<file path="config.mk">
export PLATFORM = sky130hd
export DESIGN_NAME = streaming_line_substring_matcher_top_flat
export DESIGN_NICKNAME = d
export VERILOG_FILES = /design/src/rtl/slsm_pkg.sv /design/src/rtl/slsm_if.sv /design/src/rtl/streaming_line_substring_matcher_top.sv /design/src/rtl/slsm_match.sv /design/src/flat_wrapper.sv
export SDC_FILE = /design/constraint.sdc
export NUM_CORES = 2
export LEC_CHECK = 0
export BUFFER_PORTS_ARGS = -buffer_cell sky130_fd_sc_hd__buf_2
export CAP_MARGIN = 40
export CORE_UTILIZATION = 55
export CTS_CLUSTER_SIZE = 16
export DETAILED_ROUTE_END_ITERATION = 8
export MAX_ROUTING_LAYER = met4
export PLACE_DENSITY_LB_ADDON = 0.08
export SYNTH_ARGS = -nofsm -noshare
export SYNTH_HDL_FRONTEND = slang
export SYNTH_SLANG_ARGS = --single-unit
</file>
<file path="constraint.sdc">
create_clock -name clk -period 12.25 [get_ports clk]
set_clock_uncertainty 0.1 [all_clocks]
set_input_delay 0.6125 -clock clk [delete_from_list [all_inputs] [get_ports clk]]
set_output_delay 0.6125 -clock clk [all_outputs]
set_load 0.01 [all_outputs]
</file>
<file path="src/rtl/slsm_pkg.sv">
package slsm_pkg;

	localparam int PAT_MAX    = 32;
	localparam int PAT_IDX_W  = $clog2(PAT_MAX);
	localparam int PAT_LEN_W  = 6;
	localparam int PAT_WORDS  = 4;
	localparam int LINE_LEN_W = 16;
	localparam int LEN_CNT_W  = LINE_LEN_W + 1;
	localparam int LINE_NUM_W = 32;
	localparam int CFG_IDX_W  = 3;
	localparam int CFG_DATA_W = 64;

	localparam logic [7:0] NEWLINE_BYTE = 8'd10;

	typedef enum logic {
		OP_DATA   = 1'b0,
		OP_FINISH = 1'b1
	} op_t;

	typedef enum logic [CFG_IDX_W-1:0] {
		REG_PAT_LEN  = 3'd0,
		REG_PAT_W0   = 3'd1,
		REG_PAT_W1   = 3'd2,
		REG_PAT_W2   = 3'd3,
		REG_PAT_W3   = 3'd4,
		REG_MAX_LINE = 3'd5
	} reg_idx_t;

	typedef logic [PAT_MAX-1:0][7:0] byte_vec_t;

	typedef struct packed {
		logic       operation;
		logic [7:0] data_byte;
	} text_item_t;

	typedef struct packed {
		logic [LINE_NUM_W-1:0] line_number;
		logic                  line_matched;
		logic                  line_too_long;
		logic                  long_seen;
	} result_item_t;

	typedef struct packed {
		logic [CFG_IDX_W-1:0]  index;
		logic [CFG_DATA_W-1:0] wdata;
	} cfg_item_t;

	// compare status from the window matcher
	typedef struct packed {
		logic window_hit;
		logic pat_has_nl;
	} match_t;

endpackage

</file>
<file path="src/rtl/slsm_if.sv">
interface slsm_text_if;
	import slsm_pkg::*;
	logic       valid;
	logic       ready;
	text_item_t data;
	modport source (output valid, output data, input ready);
	modport sink (input valid, input data, output ready);
endinterface

interface slsm_result_if;
	import slsm_pkg::*;
	logic         valid;
	logic         ready;
	result_item_t data;
	modport source (output valid, output data, input ready);
	modport sink (input valid, input data, output ready);
endinterface

interface slsm_cfg_if;
	import slsm_pkg::*;
	logic      valid;
	logic      ready;
	cfg_item_t data;
	modport source (output valid, output data, input ready);
	modport sink (input valid, input data, output ready);
endinterface

</file>
<file path="src/rtl/streaming_line_substring_matcher_top.sv">
// Fixed-string line matcher.
// text:   input beats, one byte per beat; operation finish flushes a pending
//         partial line, a newline byte ends the current line.
// result: one beat per ended line: line number (saturating), matched,
//         too-long, and the sticky too-long flag.
// cfg:    register writes (pattern length, four pattern words, line limit);
//         always ready; the user must write only while no line result is
//         outstanding, as the block does not enforce it.
// A line end loads the result register from the input register. The rate
// is one byte per cycle while no line end waits on a held result: each byte
// sits in one input register while the 32-byte window compare against the
// pattern and line bookkeeping settle, then state and result registers load.
// When the receiver stalls, the result register holds its beat; the input
// register still takes bytes that end no line, and stops at the next line
// end until the result register frees up.
// Reset clears the window, line length, hit, line counter and sticky flag;
// pattern length and words reset to zero, the line limit to 65535.
module streaming_line_substring_matcher_top (
	input  logic            clk,
	input  logic            arst_n,
	slsm_text_if.sink       text,
	slsm_result_if.source   result,
	slsm_cfg_if.sink        cfg
);
	import slsm_pkg::*;

	// configuration
	logic [PAT_LEN_W-1:0]                  pat_len_q;
	logic [PAT_WORDS-1:0][CFG_DATA_W-1:0]  pat_words_q;
	logic [LINE_LEN_W-1:0]                 max_line_q;

	// line state
	byte_vec_t              window_q;
	logic [LEN_CNT_W-1:0]   len_q;
	logic                   hit_q;
	logic [LINE_NUM_W-1:0]  cnt_q;
	logic                   long_q;

	// input and result registers
	logic                   valid_s1;
	text_item_t             item_s1;
	logic                   res_valid_q;
	result_item_t           res_q;

	byte_vec_t              pattern;
	byte_vec_t              win_next;
	match_t                 mstat;
	logic [LINE_LEN_W-1:0]  limit;
	logic                   len_ok;
	logic [LEN_CNT_W-1:0]   len_next;
	logic                   is_finish;
	logic                   is_nl;
	logic                   ends_line;
	logic                   adv;
	logic                   too_long;
	logic [LINE_NUM_W-1:0]  cnt_next;
	logic [PAT_LEN_W-1:0]   n;

	assign cfg.ready = 1'b1;

	always_ff @(posedge clk or negedge arst_n) begin
		if (!arst_n) begin
			pat_len_q   <= '0;
			pat_words_q <= '0;
			max_line_q  <= '1;
		end else if (cfg.valid) begin
			case (cfg.data.index)
				REG_PAT_LEN:  pat_len_q      <= cfg.data.wdata[PAT_LEN_W-1:0];
				REG_PAT_W0:   pat_words_q[0] <= cfg.data.wdata;
				REG_PAT_W1:   pat_words_q[1] <= cfg.data.wdata;
				REG_PAT_W2:   pat_words_q[2] <= cfg.data.wdata;
				REG_PAT_W3:   pat_words_q[3] <= cfg.data.wdata;
				REG_MAX_LINE: max_line_q     <= cfg.data.wdata[LINE_LEN_W-1:0];
				default: ;
			endcase
		end
	end

	assign pattern  = pat_words_q;
	assign limit    = (max_line_q == '0) ? LINE_LEN_W'(1) : max_line_q;
	assign len_ok   = (len_q <= {1'b0, limit});
	assign len_next = len_ok ? len_q + LEN_CNT_W'(1) : len_q;
	assign win_next = {window_q[PAT_MAX-2:0], item_s1.data_byte};
	assign n        = (pat_len_q > PAT_LEN_W'(PAT_MAX)) ? PAT_LEN_W'(PAT_MAX) : pat_len_q;

	slsm_match u_match (
		.window  (win_next),
		.pattern (pattern),
		.pat_len (pat_len_q),
		.status  (mstat)
	);

	assign is_finish = (item_s1.operation == OP_FINISH);
	assign is_nl     = (item_s1.data_byte == NEWLINE_BYTE);
	assign ends_line = is_finish ? (len_q != '0) : is_nl;
	assign too_long  = (len_q > {1'b0, limit});
	assign cnt_next  = (cnt_q != '1) ? cnt_q + LINE_NUM_W'(1) : cnt_q;

	// a byte that ends no line never needs the result register
	assign adv        = valid_s1 && (!ends_line || !res_valid_q || result.ready);
	assign text.ready = !valid_s1 || adv;

	always_ff @(posedge clk or negedge arst_n) begin
		if (!arst_n) begin
			valid_s1 <= 1'b0;
		end else if (text.ready) begin
			valid_s1 <= text.valid;
		end
	end

	always_ff @(posedge clk) begin
		if (text.valid && text.ready) begin
			item_s1 <= text.data;
		end
	end

	always_ff @(posedge clk or negedge arst_n) begin
		if (!arst_n) begin
			window_q <= '0;
			len_q    <= '0;
			hit_q    <= 1'b0;
			cnt_q    <= '0;
			long_q   <= 1'b0;
		end else if (adv) begin
			if (ends_line) begin
				len_q  <= '0;
				hit_q  <= 1'b0;
				cnt_q  <= cnt_next;
				long_q <= long_q | too_long;
			end else if (!is_finish) begin
				window_q <= win_next;
				len_q    <= len_next;
				if (mstat.window_hit && (len_next <= {1'b0, limit})
				    && (len_next >= LEN_CNT_W'(n))) begin
					hit_q <= 1'b1;
				end
			end
		end
	end

	always_ff @(posedge clk or negedge arst_n) begin
		if (!arst_n) begin
			res_valid_q <= 1'b0;
		end else if (adv && ends_line) begin
			res_valid_q <= 1'b1;
		end else if (result.ready) begin
			res_valid_q <= 1'b0;
		end
	end

	always_ff @(posedge clk) begin
		if (adv && ends_line) begin
			res_q.line_number   <= cnt_next;
			res_q.line_matched  <= !too_long && !mstat.pat_has_nl && ((n == '0) || hit_q);
			res_q.line_too_long <= too_long;
			res_q.long_seen     <= long_q | too_long;
		end
	end

	assign result.valid = res_valid_q;
	assign result.data  = res_q;

	a_hit_needs_bytes: assert property (@(posedge clk) disable iff (!arst_n)
		hit_q |-> (len_q != '0))
		else $error("line hit set with empty line");

	a_line_num_nonzero: assert property (@(posedge clk) disable iff (!arst_n)
		res_valid_q |-> (res_q.line_number != '0))
		else $error("result beat with line number zero");

	a_match_fits: assert property (@(posedge clk) disable iff (!arst_n)
		res_valid_q |-> !(res_q.line_matched && res_q.line_too_long))
		else $error("too-long line reported as matched");

	a_sticky_long: assert property (@(posedge clk) disable iff (!arst_n)
		(res_valid_q && res_q.line_too_long) |-> (res_q.long_seen && long_q))
		else $error("sticky too-long flag missing");

endmodule

</file>
<file path="src/rtl/slsm_match.sv">
module slsm_match (
	input  slsm_pkg::byte_vec_t             window,
	input  slsm_pkg::byte_vec_t             pattern,
	input  logic [slsm_pkg::PAT_LEN_W-1:0]  pat_len,
	output slsm_pkg::match_t                status
);
	import slsm_pkg::*;

	logic [PAT_LEN_W-1:0] n;
	logic [PAT_MAX-1:0]   eq;
	logic [PAT_MAX-1:0]   nl;

	assign n = (pat_len > PAT_LEN_W'(PAT_MAX)) ? PAT_LEN_W'(PAT_MAX) : pat_len;

	// pattern byte k lines up with window byte n-1-k (window index 0 is newest)
	always_comb begin
		logic [PAT_LEN_W-1:0] idx;
		for (int k = 0; k < PAT_MAX; k++) begin
			idx = n - PAT_LEN_W'(1) - PAT_LEN_W'(k);
			if (PAT_LEN_W'(k) < n) begin
				eq[k] = (window[idx[PAT_IDX_W-1:0]] == pattern[k]);
				nl[k] = (pattern[k] == NEWLINE_BYTE);
			end else begin
				eq[k] = 1'b1;
				nl[k] = 1'b0;
			end
		end
	end

	assign status.window_hit = (n != '0) && (&eq);
	assign status.pat_has_nl = |nl;

endmodule

</file>
<file path="src/flat_wrapper.sv">
// flat-port wrapper written by rule: the top's interface ports become plain ports
module streaming_line_substring_matcher_top_flat import slsm_pkg::*;
  (clk, arst_n, text_valid, text_data, text_ready, result_valid, result_data, result_ready, cfg_valid, cfg_data, cfg_ready);
  slsm_text_if text_i ();
  slsm_result_if result_i ();
  slsm_cfg_if cfg_i ();
  input  logic clk;
  input  logic arst_n;
  input wire logic [$bits(text_i.valid)-1:0] text_valid;
  input wire logic [$bits(text_i.data)-1:0] text_data;
  output wire logic [$bits(text_i.ready)-1:0] text_ready;
  output wire logic [$bits(result_i.valid)-1:0] result_valid;
  output wire logic [$bits(result_i.data)-1:0] result_data;
  input wire logic [$bits(result_i.ready)-1:0] result_ready;
  input wire logic [$bits(cfg_i.valid)-1:0] cfg_valid;
  input wire logic [$bits(cfg_i.data)-1:0] cfg_data;
  output wire logic [$bits(cfg_i.ready)-1:0] cfg_ready;
  assign text_i.valid = text_valid;
  assign text_i.data = text_data;
  assign text_ready = text_i.ready;
  assign result_valid = result_i.valid;
  assign result_data = result_i.data;
  assign result_i.ready = result_ready;
  assign cfg_i.valid = cfg_valid;
  assign cfg_i.data = cfg_data;
  assign cfg_ready = cfg_i.ready;
  streaming_line_substring_matcher_top u_core (.clk(clk), .arst_n(arst_n), .text(text_i), .result(result_i), .cfg(cfg_i));
endmodule
</file>
# ---- After elaboration in Yosys (flattened, before gate mapping)
# Cells that the tools add are included.
dict set report classes {
  add_sub_neg 34
  order_cmp 69
  n_eq_ne 72
  muxes 140
  bitwise_logic 3
  reduce_logical 36
}
# cell count
set ops {}
lappend ops {{$bmux W8 S5} 32}
lappend ops {{$eq A8 B4 Y1 const B} 33}
lappend ops {{$eq A8 B8 Y1} 32}
lappend ops {{$mux W8} 32}
lappend ops {{$lt A5 B6 Y1 const B} 32}
lappend ops {{$lt A5 B6 Y1 const A} 16}
lappend ops {{$sub A5 B5 Y5 const B} 16}
lappend ops {{$mux W1} 70}
lappend ops {{$mux W17} 3}
lappend ops {{$lt A4 B6 Y1 const A} 8}
lappend ops {{$sub A5 B4 Y5 const B} 8}
lappend ops {{$le A17 B16 Y1} 2}
lappend ops {{$add A32 B1 Y32 const B} 1}
lappend ops {{$mux W32} 1}
lappend ops {{$ne A32 B32 Y1 const B} 1}
lappend ops {{$reduce_and A32 Y1} 1}
lappend ops {{$reduce_or A32 Y1} 1}
lappend ops {{$lt A3 B6 Y1 const A} 4}
lappend ops {{$sub A5 B3 Y5 const B} 4}
lappend ops {{$add A17 B1 Y17 const B} 1}
lappend ops {{$ge A17 B6 Y1} 1}
lappend ops {{$gt A17 B16 Y1} 1}
lappend ops {{$reduce_bool A17 Y1} 1}
lappend ops {{$logic_not A16 Y1} 1}
lappend ops {{other kinds (22)} 52}
dict set report totals {
  reg_bits 623
  in_bits 81
  out_inout_bits 38
  elab_cells 403
}

# ---- Logic depth before layout (Yosys ltp)
dict set report depth {
  depth_word 15
  ltp_mapped 29
  mapped_depth_nobuf 24
}

# ---- Hierarchy
# From an unflattened synthesis, not the netlist that was laid out.
dict set report unflattened {
  hier_cells 5162
  hier_area_um2 49150.9
}
# mod n_inst cells_per_inst area_per_inst_um2 seq_area_each_um2
set modules_own_cells {}
lappend modules_own_cells {streaming_line_substring_matcher_top 1 2191 25105.3 15830.2}
lappend modules_own_cells {slsm_match 1 2971 24045.6 0.0}

# ---- Worst setup path after synthesis
# OpenSTA, ideal clock, no wires.
dict set report synth_path {
  path_type {reg-to-reg}
  startpoint {reg u_core.pat_len_q[0]}
  endpoint {reg u_core.hit_q}
  setup_time_ns 0.076
  arrival_ns 6.423
  required_ns 12.074
  slack_ns 5.650
  path_stages_with_launch 27
  n_path_buf 12
  synth_period_minus_slack_ns 6.600
  path_cell_list {dfrtp_1 > nand2b_1 > buf_6 > buf_6 > buf_6 > buf_4 > buf_2 > buf_4 > ha_1 > buf_2 > xnor2_2 > buf_2 > buf_2 > clkbuf_1 > ha_1 > clkbuf_1 > a21oi_1 > xnor2_1 > buf_2 > mux4_2 > xor2_1 > nor4_1 > a21oi_1 > a2111oi_0 > and4_1 > nand4_1 > o21ai_1}
}
dict set report synth_via {
  elab_chain_cells 14
  elab_cells_between_ends 202
  cone_classes {32 x add/sub; 34 x order compare; 32 x eq/ne; 97 x mux; 7 x reduce/logical}
}
# item line
set synth_rtl {}
lappend synth_rtl {{start: declaration} streaming_line_substring_matcher_top.sv:28} ;# logic [PAT_LEN_W-1:0] pat_len_q;
lappend synth_rtl {{start signal: assignment} streaming_line_substring_matcher_top.sv:68} ;# REG_PAT_LEN: pat_len_q <= cfg.data.wdata[PAT_LEN_W-1:0];
lappend synth_rtl {{$gt A6 B6 Y1} {streaming_line_substring_matcher_top.sv:84, slsm_match.sv:13}}
lappend synth_rtl {{$mux W6 (*)} {streaming_line_substring_matcher_top.sv:84, slsm_match.sv:13}}
lappend synth_rtl {{$sub A5 B1 Y5} slsm_match.sv:19} ;# idx = n - PAT_LEN_W'(1) - PAT_LEN_W'(k);
lappend synth_rtl {{$sub A5 B1 Y5 (tied with other cells)} slsm_match.sv:19}
lappend synth_rtl {{$bmux W8 S5} slsm_match.sv:21} ;# eq[k] = (window[idx[PAT_IDX_W-1:0]] == pattern[k]);
lappend synth_rtl {{$mux W8 (implied by the code)} slsm_match.sv:21}
lappend synth_rtl {{$eq A8 B8 Y1} slsm_match.sv:21}
lappend synth_rtl {{$mux W1} slsm_match.sv:20} ;# if (PAT_LEN_W'(k) < n) begin
lappend synth_rtl {{$reduce_and A32 Y1} slsm_match.sv:30} ;# assign status.window_hit = (n != '0) && (&eq);
lappend synth_rtl {{$logic_and A1 B1 Y1} slsm_match.sv:30}
lappend synth_rtl {{$logic_and A1 B1 Y1} streaming_line_substring_matcher_top.sv:133} ;# if (mstat.window_hit && (len_next <= {1'b0, limit})
lappend synth_rtl {{$logic_and A1 B1 Y1 (*)} streaming_line_substring_matcher_top.sv:134} ;# && (len_next >= LEN_CNT_W'(n))) begin
lappend synth_rtl {{$reduce_bool A2 Y1 (no line) (*)} n/a}
lappend synth_rtl {{$reduce_and A3 Y1 (no line) (*)} n/a}
lappend synth_rtl {{end signal: assignment} streaming_line_substring_matcher_top.sv:121} ;# hit_q <= 1'b0;
lappend synth_rtl {{end signal: assignment} streaming_line_substring_matcher_top.sv:127} ;# hit_q <= 1'b0;
lappend synth_rtl {{end signal: assignment} streaming_line_substring_matcher_top.sv:135} ;# hit_q <= 1'b1;
lappend synth_rtl {{end: declaration} streaming_line_substring_matcher_top.sv:35} ;# logic hit_q;
# Mark *: on every way between the ends. The rest lies on a longest branch, timed or not. The select of a mux whose other input is x is not followed.
# A chain may end at the register's enable or synchronous reset.

# ---- Worst setup path in the final report
dict set report layout_path {
  startpoint {reg u_core.pat_len_q[5]}
  endpoint {reg u_core.hit_q}
}
# Same word-level chain as after synthesis.

==> metrics.md <==
| Metric | Value |
|---|---|
| Status | finished clean |
| Biggest area consumer among synthesized cells | dfrtp_1 |
| Die area | 0.0869 mm2 |
| Worst-Skew Late Latency | 0.67 ns |
| Gpl congestion | 1.12 |
| Slew headroom | 28.5% |
| Synth Area per Inst | 10.4 um2 |
| Synth Flop Type | dfrtp_1 |
| WL/cell | 33.9 um |
| Max-cap viol count | 0 |
| First DRT Iteration DRCs | 5,578 |
| Critical Path RT | 12.74 ns |
| Syn nets | 4,688 |
| Mux share of post-synthesis cell area | 30.6% |
| Initial Util | 55.5% |
| TritonCTS clock tree | yes |
| Final Hold Fails | 0 |
| Period minus WS final | 7.75 ns |
| Post-DP Area | 0.0492 mm2 |
| Post-synthesis sequential area ratio | 33.6% |
| Total core area | 0.0850 mm2 |
| Mapped Cells | 4,552 |
| Met2 Use GR | 62.6% |
| Max-slew violations | 0 |
| RSZ-0062 raised after global routing | no |
| M1 GR Usage | 60.1% |
| PortBufs | 117 |
| Worst vdd ir | 0.000179 V |
| Crit-path max cell delay | 0.81 ns |
| Grt peak-use layer | met2 |
| Critical path class | reg2reg |
| Final number of setup-violating endpoints | 0 |
| Postcts setup bufs | 0 |
| Area grow syn2layout | 9.94% |
| Mapped cell area | 0.0472 mm2 |
| EDFF count, synth | 44 |
| Die width | 295 um |
| Yosys Warn Count | 0 |
| Crit-path cells | buf_4 -> nand2b_4 -> ha_4 -> xnor2_4 -> buf_4 -> ha_1 -> inv_2 -> mux4_2 -> mux4_2 -> xnor2_1 -> a2111oi_2 -> o211ai_1 -> o31ai_1 -> nor2_1 -> a211o_1 -> o21ai_1 |
| Routed vias | 40,700 |
| Top Family by Delay on Critical Path | compound AO/OA/AOI/OAI gates |
| Post-CTS Hold Fix Bufs | 3 |
| Largest family of logic cells by synthesized area | multiplexers |
| Clk buf depth | 3 |
| Router iterations before antenna repair | 9 |
| Num CTS Buffers | 74 |
| Layout Nets | 4,711 |
| # H-tree levels | 3 |
| Worst Hold Class | in2reg |
| Leakage | 22.2 nW |
| Core Util, Final | 61.0% |
| Die Y | 295 um |
| Final WL | 196,000 um |
| Crit path max fanout | 47 |
| Post-CTS sizing | 0 |
| XOR/XNOR Fraction of Synth Area | 7.45% |
| Adder-cell area share of the yosys netlist | 1.48% |
| Initial antenna violation count | 7 |
| Largest cells by area after synthesis | dfrtp_1 (30%), mux4_2 (13%), mux2_2 (9.3%) |
| Worst-margin pin slew | 1.07 ns |
| Synth cell types | 91 |
| Top cell type's share of synthesized area | 29.9% |
| CTS Sinks | 623 |
| ANT nets after route | 0 |
| Largest net degree at the start of global routing | 192 |
| Vias per inst | 7.05 |
| Worst EP arrival | 8.24 ns |
| Final cell count without fillers | 5,781 |
| Tot Pwr | 13.7 mW |
| Fmax | 129 MHz |
| Async set-reset flop share out of synthesis | 92.9% |
| Slowest CP cell | inv_2 |
| Crit path launch type | flop |
| Final period util | 63.3% |
| Met3 Usage GRT | 14.5% |
| Simple-Gate Fraction of Synth Area | 13.9% |
| Root buffer cell | clkbuf_16 |
| Critical Path Sink Type | flop |
| Final HPWL DP | 149,000 um |
| Complex-gate fraction of the synthesized area | 9.55% |
| PD cells | 264 mW/mm2 |
| Fillers | 7,132 |
| Dpl cells | 5,640 |
| Ports | 119 |
| Clock Pin Slew Worst Setup and Hold Paths | 0.06 ns |
| DRC viols | 0 |
| Yosys reg bits | 623 |
| Final setup TNS | 0 ns |
| Reg2reg setup slack | 4.50 ns |
| Post-route cell area | 0.0519 mm2 |
| Crit path buf inv count | 3 |
| Vias in the first global route | 37,900 |
| Global-route wire length before repair | 280,000 um |
| Site Rows | 107 |
| Total gr overflow | 0 |
| Total global-route track usage | 46.4% |
| Layout cells sized above 1 | 24.4% |
## cells in the final DEF (no fill, tap or decap), types with 29 or more instances in the layout
cell	count
nor4bb_1	29
edfxtp_1	44
nor2_1	110
nand2_1	886
nand4_1	68
a21oi_1	102
mux4_2	280
ha_1	54
nand3_1	98
dfrtp_1	561
nor4_1	63
a221oi_1	48
a22o_1	47
a221o_1	37
buf_4	130
a211oi_1	32
inv_1	49
a22oi_1	38
xor2_1	175
mux2_2	389
o21ai_0	101
clkbuf_16	78
buf_2	119
o22ai_1	69
xnor2_1	209
mux2i_1	370
## final cells by class
| cell class | instances | area, um2 | share of cell area [%] |
|---|---|---|---|
| multi-input combinational | 3556 | 29900 | 57.7 |
| antenna | 7 | 17.5 | 0.0338 |
| timing repair buffer | 263 | 1850 | 3.57 |
| clock buffer | 104 | 2180 | 4.20 |
| clock inverter | 27 | 407 | 0.784 |
| sequential | 623 | 15800 | 30.5 |
| tap | 1144 | 1430 | 2.76 |
| inverter | 57 | 220 | 0.425 |
## worst paths after layout
| kind | start | end | cells past startpoint |
|---|---|---|---|
| hold reg to reg | u_core.long_q | u_core.long_q | 1 |
| min in group asynchronous | arst_n | u_core.cnt_q[16] | 2 |
| hold / removal | text_data[2] | u_core.item_s1[2] | 1 |
| max in group asynchronous | arst_n | u_core.pat_words_q[190] | 5 |
| setup reg to reg | u_core.pat_len_q[5] | u_core.hit_q | 16 |
| setup / recovery | u_core.pat_len_q[5] | u_core.hit_q | 16 |
## cells in the mapped netlist, types with 14 or more instances
cell type and number:
a221o_1 37, and3b_1 18, a22oi_1 38, mux4_2 280, o21ai_0 101, and3_1 17
clkbuf_1 200, nand3_1 98, buf_4 14, dfstp_2 16, mux2_2 389, nor4bb_1 29
a211oi_1 32, inv_1 51, buf_1 21, nor3_1 28, ha_1 55, a221oi_1 51
a21oi_1 102, o22ai_1 69, edfxtp_1 44, dfrtp_1 563, nor2_1 112, xor2_1 175
nor4_1 65, a22o_1 47, o211ai_1 27, xnor2_1 217, o31ai_1 14, mux2i_1 371
nand2_1 889, buf_2 69, a31oi_1 14, nand4_1 68
## power breakdown
| group | switching (mW) | internal [mW] |
|---|---|---|
| combinational | 4.88 | 3.35 |
| clock | 0.939 | 1.43 |
| sequential | 0.622 | 2.46 |
| total | 6.45 | 7.24 |
## kinds of logic after synthesis
family / Yosys count
mux: 1041
compound gates: 632
fa+ha+maj: 56
buf+inv: 373
other cells: 1
flops: 623
xor+xnor: 397
simple gates: 1429
## worst reg2reg max path: stages, from the launching register on
cell and delay [ns]:
dfrtp_2 0.34, buf_4 0.35, nand2b_4 0.75, ha_4 0.51, xnor2_4 0.17, buf_4 0.59
ha_1 0.70, inv_2 0.83, mux4_2 0.67, mux4_2 0.54, xnor2_1 0.16, a2111oi_2 0.34
o211ai_1 0.48, o31ai_1 0.64, nor2_1 0.12, a211o_1 0.30, o21ai_1 0.11
## metal layers
| layer | wire length (um) | vias up | part of all wire, % |
|---|---|---|---|
| li1 | - | 17000 | - |
| met2 | 80400 | 2625 | 41 |
| met3 | 23800 | 647 | 12 |
| met4 | 15400 | 0 | 7.9 |
| met5 | 0 | - | 0 |
| met1 | 76300 | 20400 | 39 |
## metrics by stage
step                      setup slack [ns]  hold WS [ns]
final                                 4.50        0.0203
after global routing                  4.31       0.00795
after CTS                             4.80       0.00298
after detailed placement              4.79         0.354
after global placement                4.92         0.351
after floorplan                       5.65         0.217
## registers in the layout, indices dropped and copies added, names as in the netlist, 6 cells and up
signal              count
u_core.cnt_q           32
u_core.item_s1          8
u_core.len_q           17
u_core.max_line_q      16
u_core.pat_len_q        6
u_core.pat_words_q    256
u_core.result.data     35
u_core.win_next       248
Note: power is estimated with default switching activity, not from simulation.
